**src/rtl/slot_pool_allocator_unit_defines.svh**
```systemverilog
// ----------------------------------------------------------------------------
// Assertion macros for the slot pool allocator
// Shared concurrent-check helpers, clocked on the rising edge, off in reset.
// ----------------------------------------------------------------------------
`ifndef SLOT_POOL_ALLOCATOR_UNIT_DEFINES_SVH
`define SLOT_POOL_ALLOCATOR_UNIT_DEFINES_SVH

// Same-cycle implication.
`define SPA_ASSERT_NOW(label, clk, rst, ante, cons, msg) \
  label: assert property (@(posedge clk) disable iff (rst) (ante) |-> (cons)) \
    else $error(msg);

// Next-cycle implication.
`define SPA_ASSERT_NEXT(label, clk, rst, ante, cons, msg) \
  label: assert property (@(posedge clk) disable iff (rst) (ante) |=> (cons)) \
    else $error(msg);

`endif

```
**src/rtl/spa_pkg.sv**
```systemverilog
// ----------------------------------------------------------------------------
// spa_pkg
// Types and constants shared by the slot pool allocator modules.
// ----------------------------------------------------------------------------
`timescale 1ns / 1ps

package spa_pkg;

  localparam int SLOT_COUNT_DEF = 64;
  localparam int PTR_W          = 7;   // pointers and counts, capacity <= 127
  localparam int IDX_W          = 6;   // slot_index / granted_slot port width
  localparam int CFG_W          = 7;
  localparam logic [CFG_W-1:0] ACTIVE_RESET = 7'd64;

  typedef enum logic {
    CMD_ALLOC = 1'b0,
    CMD_FREE  = 1'b1
  } spa_cmd_t;

  typedef enum logic [1:0] {
    ERR_NONE     = 2'd0,
    ERR_FULL     = 2'd1,
    ERR_BAD_FREE = 2'd2
  } spa_err_t;

  typedef enum logic [1:0] {
    ST_CLEAR,
    ST_IDLE,
    ST_SCAN,
    ST_FREE
  } spa_state_t;

  typedef struct packed {
    logic             valid;
    logic             ok;
    logic [IDX_W-1:0] granted;
    spa_err_t         err;
    logic [PTR_W-1:0] used;
  } spa_result_t;

endpackage

```
**src/rtl/slot_pool_allocator_unit.sv**
```systemverilog
// ----------------------------------------------------------------------------
// slot_pool_allocator_unit
// Slot pool with an in-use bitmap in RAM, lowest-free pointer and use count.
// ----------------------------------------------------------------------------
//
//  Channel   Handshake                      Payload
//  --------  -----------------------------  ---------------------------------
//  request   start & !busy                  cmd, slot_index
//  result    done (one-cycle strobe)        ok, granted_slot, error_code,
//                                           used_count
//  config    cfg_valid & cfg_ready          cfg_data (active_slots)
//
//  Sequence: the result strobe comes the cycle after the request is decided.
//    A failed allocate is decided in idle; a free first reads the bitmap RAM,
//    then checks and writes back. A successful allocate is decided in idle,
//    then scans upward for the next free slot, one bitmap entry per cycle
//    through the RAM read port, stopping at the first free slot or at capacity.
//  Reset and every config write run a clearing pass over all SLOT_COUNT
//    bitmap entries, one per cycle, with busy high; config writes restart it.
//  cfg_ready is high during the clearing pass and in idle while start is low.
//  The result side cannot stall; results are held only for their strobe.
//
`timescale 1ns / 1ps

module slot_pool_allocator_unit import spa_pkg::*; #(
  parameter int SLOT_COUNT = SLOT_COUNT_DEF
) (
  input  logic             clk,
  input  logic             rst,
  // request
  input  logic             start,
  output logic             busy,
  input  logic             cmd,
  input  logic [IDX_W-1:0] slot_index,
  // result
  output logic             done,
  output logic             ok,
  output logic [IDX_W-1:0] granted_slot,
  output logic [1:0]       error_code,
  output logic [PTR_W-1:0] used_count,
  // config
  input  logic             cfg_valid,
  output logic             cfg_ready,
  input  logic [CFG_W-1:0] cfg_data
);

  localparam int AW = (SLOT_COUNT > 1) ? $clog2(SLOT_COUNT) : 1;
  localparam int PTR_MAX = (1 << PTR_W) - 1;
  // the 7-bit register can never ask for more than PTR_MAX slots
  localparam logic [PTR_W-1:0] CAP_MAX =
    PTR_W'((SLOT_COUNT > PTR_MAX) ? PTR_MAX : SLOT_COUNT);

  logic [CFG_W-1:0] active_slots;
  logic [PTR_W-1:0] cap;
  logic             cfg_wr;
  spa_result_t      res;

  logic          ram_we, ram_wdata, ram_rdata;
  logic [AW-1:0] ram_waddr, ram_raddr;

  assign cfg_wr = cfg_valid && cfg_ready;
  // effective capacity, clamped to the built pool
  assign cap    = (active_slots < CAP_MAX) ? active_slots : CAP_MAX;

  always_ff @(posedge clk) begin
    if (rst) begin
      active_slots <= ACTIVE_RESET;
    end else if (cfg_wr) begin
      active_slots <= cfg_data;
    end
  end

  // result register: strobe resets, payload loads with it
  always_ff @(posedge clk) begin
    if (rst) begin
      done <= 1'b0;
    end else begin
      done <= res.valid;
    end
  end

  always_ff @(posedge clk) begin
    if (res.valid) begin
      ok           <= res.ok;
      granted_slot <= res.granted;
      error_code   <= res.err;
      used_count   <= res.used;
    end
  end

  spa_ctrl #(
    .SLOT_COUNT (SLOT_COUNT)
  ) u_ctrl (
    .clk        (clk),
    .rst        (rst),
    .start      (start),
    .cmd        (cmd),
    .slot_index (slot_index),
    .cfg_wr     (cfg_wr),
    .cap        (cap),
    .busy       (busy),
    .cfg_ready  (cfg_ready),
    .res        (res),
    .ram_we     (ram_we),
    .ram_waddr  (ram_waddr),
    .ram_wdata  (ram_wdata),
    .ram_raddr  (ram_raddr),
    .ram_rdata  (ram_rdata)
  );

  // in-use bitmap, one bit per slot
  spa_ram #(
    .WIDTH (1),
    .DEPTH (SLOT_COUNT)
  ) u_map (
    .clk   (clk),
    .we    (ram_we),
    .waddr (ram_waddr),
    .wdata (ram_wdata),
    .raddr (ram_raddr),
    .rdata (ram_rdata)
  );

endmodule

```
**src/rtl/spa_ram.sv**
```systemverilog
// ----------------------------------------------------------------------------
// spa_ram
// Generic simple dual-port RAM, one write port, one registered read port.
// ----------------------------------------------------------------------------
`timescale 1ns / 1ps

module spa_ram #(
  parameter int WIDTH = 1,
  parameter int DEPTH = 64,
  localparam int AW = (DEPTH > 1) ? $clog2(DEPTH) : 1
) (
  input  logic             clk,
  input  logic             we,
  input  logic [AW-1:0]    waddr,
  input  logic [WIDTH-1:0] wdata,
  input  logic [AW-1:0]    raddr,
  output logic [WIDTH-1:0] rdata
);

  logic [WIDTH-1:0] mem [DEPTH];

  always_ff @(posedge clk) begin
    if (we) begin
      mem[waddr] <= wdata;
    end
    rdata <= mem[raddr];
  end

endmodule

```
**src/rtl/spa_ctrl.sv**
```systemverilog
// ----------------------------------------------------------------------------
// spa_ctrl
// Request sequencer: clear pass, allocate/free against the bitmap RAM, scan.
// ----------------------------------------------------------------------------
`timescale 1ns / 1ps
`include "slot_pool_allocator_unit_defines.svh"

module spa_ctrl import spa_pkg::*; #(
  parameter int SLOT_COUNT = SLOT_COUNT_DEF,
  localparam int AW = (SLOT_COUNT > 1) ? $clog2(SLOT_COUNT) : 1
) (
  input  logic             clk,
  input  logic             rst,
  input  logic             start,
  input  logic             cmd,
  input  logic [IDX_W-1:0] slot_index,
  input  logic             cfg_wr,
  input  logic [PTR_W-1:0] cap,
  output logic             busy,
  output logic             cfg_ready,
  output spa_result_t      res,
  output logic             ram_we,
  output logic [AW-1:0]    ram_waddr,
  output logic             ram_wdata,
  output logic [AW-1:0]    ram_raddr,
  input  logic             ram_rdata
);

  spa_state_t       state, state_next;
  logic [PTR_W-1:0] lowest_free;
  logic [PTR_W-1:0] slots_used;
  logic [PTR_W-1:0] scan_ptr;
  logic [IDX_W-1:0] req_idx;
  logic [AW-1:0]    clr_ptr;

  logic accept, is_alloc, alloc_full, alloc_go, free_bad, scan_end, clr_last;

  assign accept     = start && (state == ST_IDLE) && !cfg_wr;
  assign is_alloc   = (cmd == CMD_ALLOC);
  assign alloc_full = (slots_used >= cap) || (lowest_free >= cap);
  assign alloc_go   = accept && is_alloc && !alloc_full;
  assign free_bad   = ({1'b0, req_idx} >= cap) || !ram_rdata;
  // read data always belongs to scan_ptr while scanning
  assign scan_end   = (scan_ptr >= cap) || !ram_rdata;
  assign clr_last   = (clr_ptr == AW'(SLOT_COUNT - 1));

  always_comb begin
    state_next = state;
    case (state)
      ST_CLEAR: begin
        if (!cfg_wr && clr_last) begin
          state_next = ST_IDLE;
        end
      end
      ST_IDLE: begin
        if (cfg_wr) begin
          state_next = ST_CLEAR;
        end else if (alloc_go) begin
          state_next = ST_SCAN;
        end else if (accept && !is_alloc) begin
          state_next = ST_FREE;
        end
      end
      ST_SCAN: begin
        if (scan_end) begin
          state_next = ST_IDLE;
        end
      end
      ST_FREE:  state_next = ST_IDLE;
      default:  state_next = ST_CLEAR;
    endcase
  end

  always_comb begin
    busy        = (state != ST_IDLE);
    // a pending request in idle wins over a config write
    cfg_ready   = (state == ST_CLEAR) || ((state == ST_IDLE) && !start);
    ram_we      = 1'b0;
    ram_waddr   = AW'(lowest_free);
    ram_wdata   = 1'b0;
    ram_raddr   = AW'(scan_ptr + 1'b1);
    res         = '0;
    res.err     = ERR_NONE;
    res.used    = slots_used;
    case (state)
      ST_CLEAR: begin
        ram_we    = 1'b1;
        ram_waddr = clr_ptr;
      end
      ST_IDLE: begin
        ram_raddr = is_alloc ? AW'(lowest_free + 1'b1) : AW'(slot_index);
        if (accept && is_alloc) begin
          res.valid = 1'b1;
          if (alloc_full) begin
            res.err = ERR_FULL;
          end else begin
            ram_we      = 1'b1;
            ram_wdata   = 1'b1;
            res.ok      = 1'b1;
            res.granted = IDX_W'(lowest_free);
            res.used    = slots_used + 1'b1;
          end
        end
      end
      ST_FREE: begin
        res.valid = 1'b1;
        ram_waddr = AW'(req_idx);
        if (free_bad) begin
          res.err = ERR_BAD_FREE;
        end else begin
          ram_we   = 1'b1;
          res.ok   = 1'b1;
          res.used = (slots_used != '0) ? slots_used - 1'b1 : slots_used;
        end
      end
      default: ;
    endcase
  end

  always_ff @(posedge clk) begin
    if (rst) begin
      state       <= ST_CLEAR;
      clr_ptr     <= '0;
      lowest_free <= '0;
      slots_used  <= '0;
      scan_ptr    <= '0;
    end else begin
      state <= state_next;
      if (cfg_wr) begin
        clr_ptr     <= '0;
        lowest_free <= '0;
        slots_used  <= '0;
      end else begin
        case (state)
          ST_CLEAR: clr_ptr <= clr_ptr + 1'b1;
          ST_IDLE: begin
            if (accept) begin
              req_idx <= slot_index;
            end
            if (alloc_go) begin
              slots_used <= slots_used + 1'b1;
              scan_ptr   <= lowest_free + 1'b1;
            end
          end
          ST_SCAN: begin
            if (scan_end) begin
              lowest_free <= scan_ptr;
            end else begin
              scan_ptr <= scan_ptr + 1'b1;
            end
          end
          ST_FREE: begin
            if (!free_bad) begin
              if (slots_used != '0) begin
                slots_used <= slots_used - 1'b1;
              end
              if ({1'b0, req_idx} < lowest_free) begin
                lowest_free <= PTR_W'(req_idx);
              end
            end
          end
          default: ;
        endcase
      end
    end
  end

  `SPA_ASSERT_NOW(a_used_le_cap, clk, rst, 1'b1, slots_used <= cap, "slots_used above capacity")
  `SPA_ASSERT_NOW(a_low_le_cap, clk, rst, 1'b1, lowest_free <= cap, "lowest_free above capacity")
  `SPA_ASSERT_NEXT(a_scan_start, clk, rst, alloc_go, (state == ST_SCAN) && (scan_ptr == $past(lowest_free) + 1'b1), "scan not started above grant")
  `SPA_ASSERT_NOW(a_scan_bound, clk, rst, state == ST_SCAN, scan_ptr <= cap, "scan ran past capacity")

endmodule

```
**config.mk**
```make
export PLATFORM = sky130hd
export DESIGN_NAME = slot_pool_allocator_unit
export DESIGN_NICKNAME = d
export VERILOG_FILES = /design/src/rtl/spa_pkg.sv /design/src/rtl/slot_pool_allocator_unit.sv /design/src/rtl/spa_ram.sv /design/src/rtl/spa_ctrl.sv
export VERILOG_INCLUDE_DIRS = /design/src /design/src/rtl
export SDC_FILE = /design/constraint.sdc
export NUM_CORES = 1
export LEC_CHECK = 0
export ABC_AREA = 1
export BUFFER_PORTS_ARGS = -buffer_cell sky130_fd_sc_hd__buf_2
export CAP_MARGIN = 20
export CELL_PAD_IN_SITES_DETAIL_PLACEMENT = 0
export CELL_PAD_IN_SITES_GLOBAL_PLACEMENT = 1
export CORE_ASPECT_RATIO = 1.4
export CORE_MARGIN = 10
export CORE_UTILIZATION = 46
export CTS_CLUSTER_DIAMETER = 100
export CTS_CLUSTER_SIZE = 28
export DETAILED_ROUTE_END_ITERATION = 12
export PLACE_DENSITY = 0.85
export SYNTH_ARGS = -nofsm -noshare
export SYNTH_HDL_FRONTEND = slang
export SYNTH_HIERARCHICAL = 1
export SYNTH_SLANG_ARGS = --single-unit
```
**constraint.sdc**
```tcl
create_clock -name clk -period 4.3 [get_ports clk]
set_input_delay 0 -clock clk [delete_from_list [all_inputs] [get_ports clk]]
set_output_delay 0 -clock clk [all_outputs]
set_load 0.05 [all_outputs]
```
==> flow_metrics.tcl <==
set metrics [dict create \
    cp.required_ns 4.38 \
    max-slew-margin-rel_pct 42.16 \
    post_cts_resized 0 \
    status "completed" \
    cts_tree "yes" \
    grt_pass1_vias 6344 \
    cp_max_fo 14 \
    syn_avg_cell_area_sq_um 7.770 \
    drive_gt1_share_pct 9.046 \
    die_h_microns 169.7 \
    clk_pin_slew_ns 0.06 \
    drt-wirelength-per-cell_microns 16.73 \
    post-route-period-util_pct 76.67 \
    area_growth_syn_to_layout_pct 15.15 \
    drcViolationCount 0 \
    path_common_cell "inv_1" \
    cp-start-kind "register" \
    synthTopCellsByArea "edfxtp_1, nand2_1, dfxtp_1, nor2_1, ha_1" \
    core_area_sq_mm 0.01568 \
    p_int_mw 3.269 \
    totalWireLength_mm 20.29 \
    via_per_inst 5.247 \
    comb_power_share_pct 49.4 \
    drt_iter0_markers 577 \
    diodes 0 \
    syn_nets 1008 \
    synth_flop_cell "edfxtp_1" \
    max_clock_freq_mhz 303.3 \
    async_flop_share_pct 0 \
    syn-cell-area_sq_mm 0.007366 \
    pwr-share-clk_pct 24.4 \
    fillers 1541 \
    synth_top_cell_by_area "edfxtp_1" \
    cts_setup_buffers 0 \
    power.density_mw_per_mm2 714.9 \
    die_x_microns 126.9 \
    clock_latency_ns 0.41 \
    setup_viol 0 \
    rsz0062_at_grt "no" \
    placedInstanceArea_sq_mm 0.007679 \
    final_area_sq_mm 0.008482 \
    yosysMostFrequentCell "nand2_1" \
    grt-ovfl-total 0 \
    syn_inst 948 \
    p_sw_share_pct 46.09 \
    h-tree-depth 4 \
    setup_tns_ns 0 \
    hold_viol 0 \
    antenna_found_initial 0 \
    hold_class "input port to register" \
    rows 54 \
    cp_num_buf_inv 4 \
    synth_cell_types 41 \
    ys_ff_latch 124 \
    cp-end-kind "register" \
    yosysSeqAreaShare_pct 45.39 \
    pwr-share-seq_pct 26.2 \
    worst_pin_slew_ns 0.8674 \
    gp_congestion 0.8918 \
    io_buffer_count 36 \
    dieArea_sq_mm 0.02155 \
    post_layout_nonfiller_instances 1213 \
    path_cells "inv_1 > ha_1 > inv_1 > o21ai_1 > nand2_2 > inv_1 > nor2_4 > nand2_1 > nor2_2 > nand3_2 > o21ai_2 > nand2_1 > o21ai_0 > buf_4 > nand3_1 > nor4_1" \
    peakVddDrop_mv 0.5513 \
    synth_edf_count 86 \
    yosysWarningCount 6 \
    clock-sinks 124 \
    post-route-util_pct 54.11 \
    critPathTopFamily "simple AND/OR/NAND/NOR gates" \
    root_buffer "clkbuf_16" \
    grt_first_pass_wirelength_mm 32.73 \
    fin_nets 1064 \
    power_leakage_nw 3.686 \
    start_util_pct 46.99 \
    dr.pass1.iters 6 \
    io_pins 37 \
    clock_path_buffers 2 \
    cp_slowest_cell "dfxtp_1" \
    numCtsBuffers 17 \
    netlist_top_cells_count "nand2_1, nor2_1, nand3_1" \
    whs_ns 0.05638 \
    drv_slew 0 \
    slowest_delay_ns 0.41 \
    crit_type "register to register" \
    vias 6365 \
    cap_violations 0 \
    fin_crit_ns 3.297 \
    grt_max_degree 65 \
    antenna_left 0 \
    place_inst 1162 \
    grtUsageTotal_pct 19.16 \
    skew_ns 0.009877 \
    p_sw_mw 2.795 \
    synth_top_area_share_pct 35.06 \
    cp.arrival_ns 3.38 \
    hold_buffers 19 \
    dpl.hpwl_mm 14.80 \
]
## per-layer routing
| metal | global-route usage (%) | up-vias | part of all wire, % |
|---|---|---|---|
| met5 | 0 | - | 0 |
| met1 | 20.94 | 2941 | 41 |
| met2 | 35.15 | 140 | 52 |
| li1 | - | 3248 | - |
| met4 | 8.734 | 0 | 3.3 |
| met3 | 3.126 | 36 | 3.0 |
## metrics by stage
step	worst slack (ns)	power, mW
2_1_floorplan	0.3989	3.848
5_1_grt	0.6777	6.531
4_1_cts	1.017	6.081
3_3_place_gp	1.144	4.546
3_5_place_dp	1.050	4.558
6_report	1.003	6.063
## path summary, 6_finish.rpt
check / start / to / slack, ns / cells after the start
hold reg to reg: u_ctrl/clr_ptr[1] / u_ctrl/clr_ptr[1] / 0.49 / 2
setup / recovery: u_ctrl/state[0] / u_map/mem[36] / 1.00 / 16
hold / removal: cfg_valid / active_slots[6] / 0.06 / 4
setup reg to reg: u_ctrl/state[0] / u_map/mem[36] / 1.00 / 16
## worst register-to-register path, cell delays in order, from the launching register on
cell,delay [ns]
dfxtp_1,0.41
inv_1,0.11
ha_1,0.33
inv_1,0.18
o21ai_1,0.14
nand2_2,0.23
inv_1,0.15
nor2_4,0.14
nand2_1,0.08
nor2_2,0.13
nand3_2,0.10
o21ai_2,0.09
nand2_1,0.06
o21ai_0,0.07
buf_4,0.19
nand3_1,0.25
nor4_1,0.30
## cells by family after synthesis
| group | count (synthesis) | share of synthesized area, % |
|---|---|---|
| xor+xnor | 17 | 2.021 |
| simple gates | 570 | 32.36 |
| flops | 124 | 45.39 |
| fa+ha+maj | 42 | 7.134 |
| compound gates | 77 | 5.843 |
| buf+inv | 118 | 7.253 |
## layout make-up
type                            instances  area, sq um  area share [%]
Multi-Input combinational cell        706         3492           41.17
Sequential cell                       124         3343           39.42
Clock buffer                           22        474.2           5.591
Timing Repair Buffer                   65        445.4           5.252
Inverter                               90        342.8           4.042
Tap cell                              196        245.2           2.891
Clock inverter                         10        138.9           1.637
## cell usage in the layout (no fill, tap or decap), types with 10 or more instances in the layout
cell           Yosys  routed
nand3_1           95      95
o21ai_0           26      23
clkbuf_16          0      17
nand2_1          267     267
xor2_1            16      16
inv_1             83      83
ha_1              42      42
buf_2              5      36
edfxtp_1          86      86
dlygate4sd3_1      0      19
buf_4              5      10
nor2_1           163     163
a21oi_1           25      25
nand4_1           13      13
nor3_1            11      11
dfxtp_1           38      38
## power by group through the flow
stage	Combinational (mW)	Sequential, mW	Clock [mW]
floorplan	2.22	1.63	0
global placement	2.94	1.61	0
detailed placement	2.95	1.61	0
CTS	2.99	1.59	1.50
global route	3.38	1.61	1.55
finish	2.99	1.59	1.48
## flip-flops by register name (all words and copies together) (netlist names)
name / count
granted_slot: 6
u_map/rdata: 1
active_slots: 7
u_ctrl/clr_ptr: 6
error_code: 2
u_ctrl/slots_used: 7
u_ctrl/scan_ptr: 7
u_map/mem: 64
ok: 1
u_ctrl/state: 2
u_ctrl/req_idx: 6
u_ctrl/lowest_free: 7
done: 1
used_count: 7
Note: power is estimated with default switching activity, not from simulation.
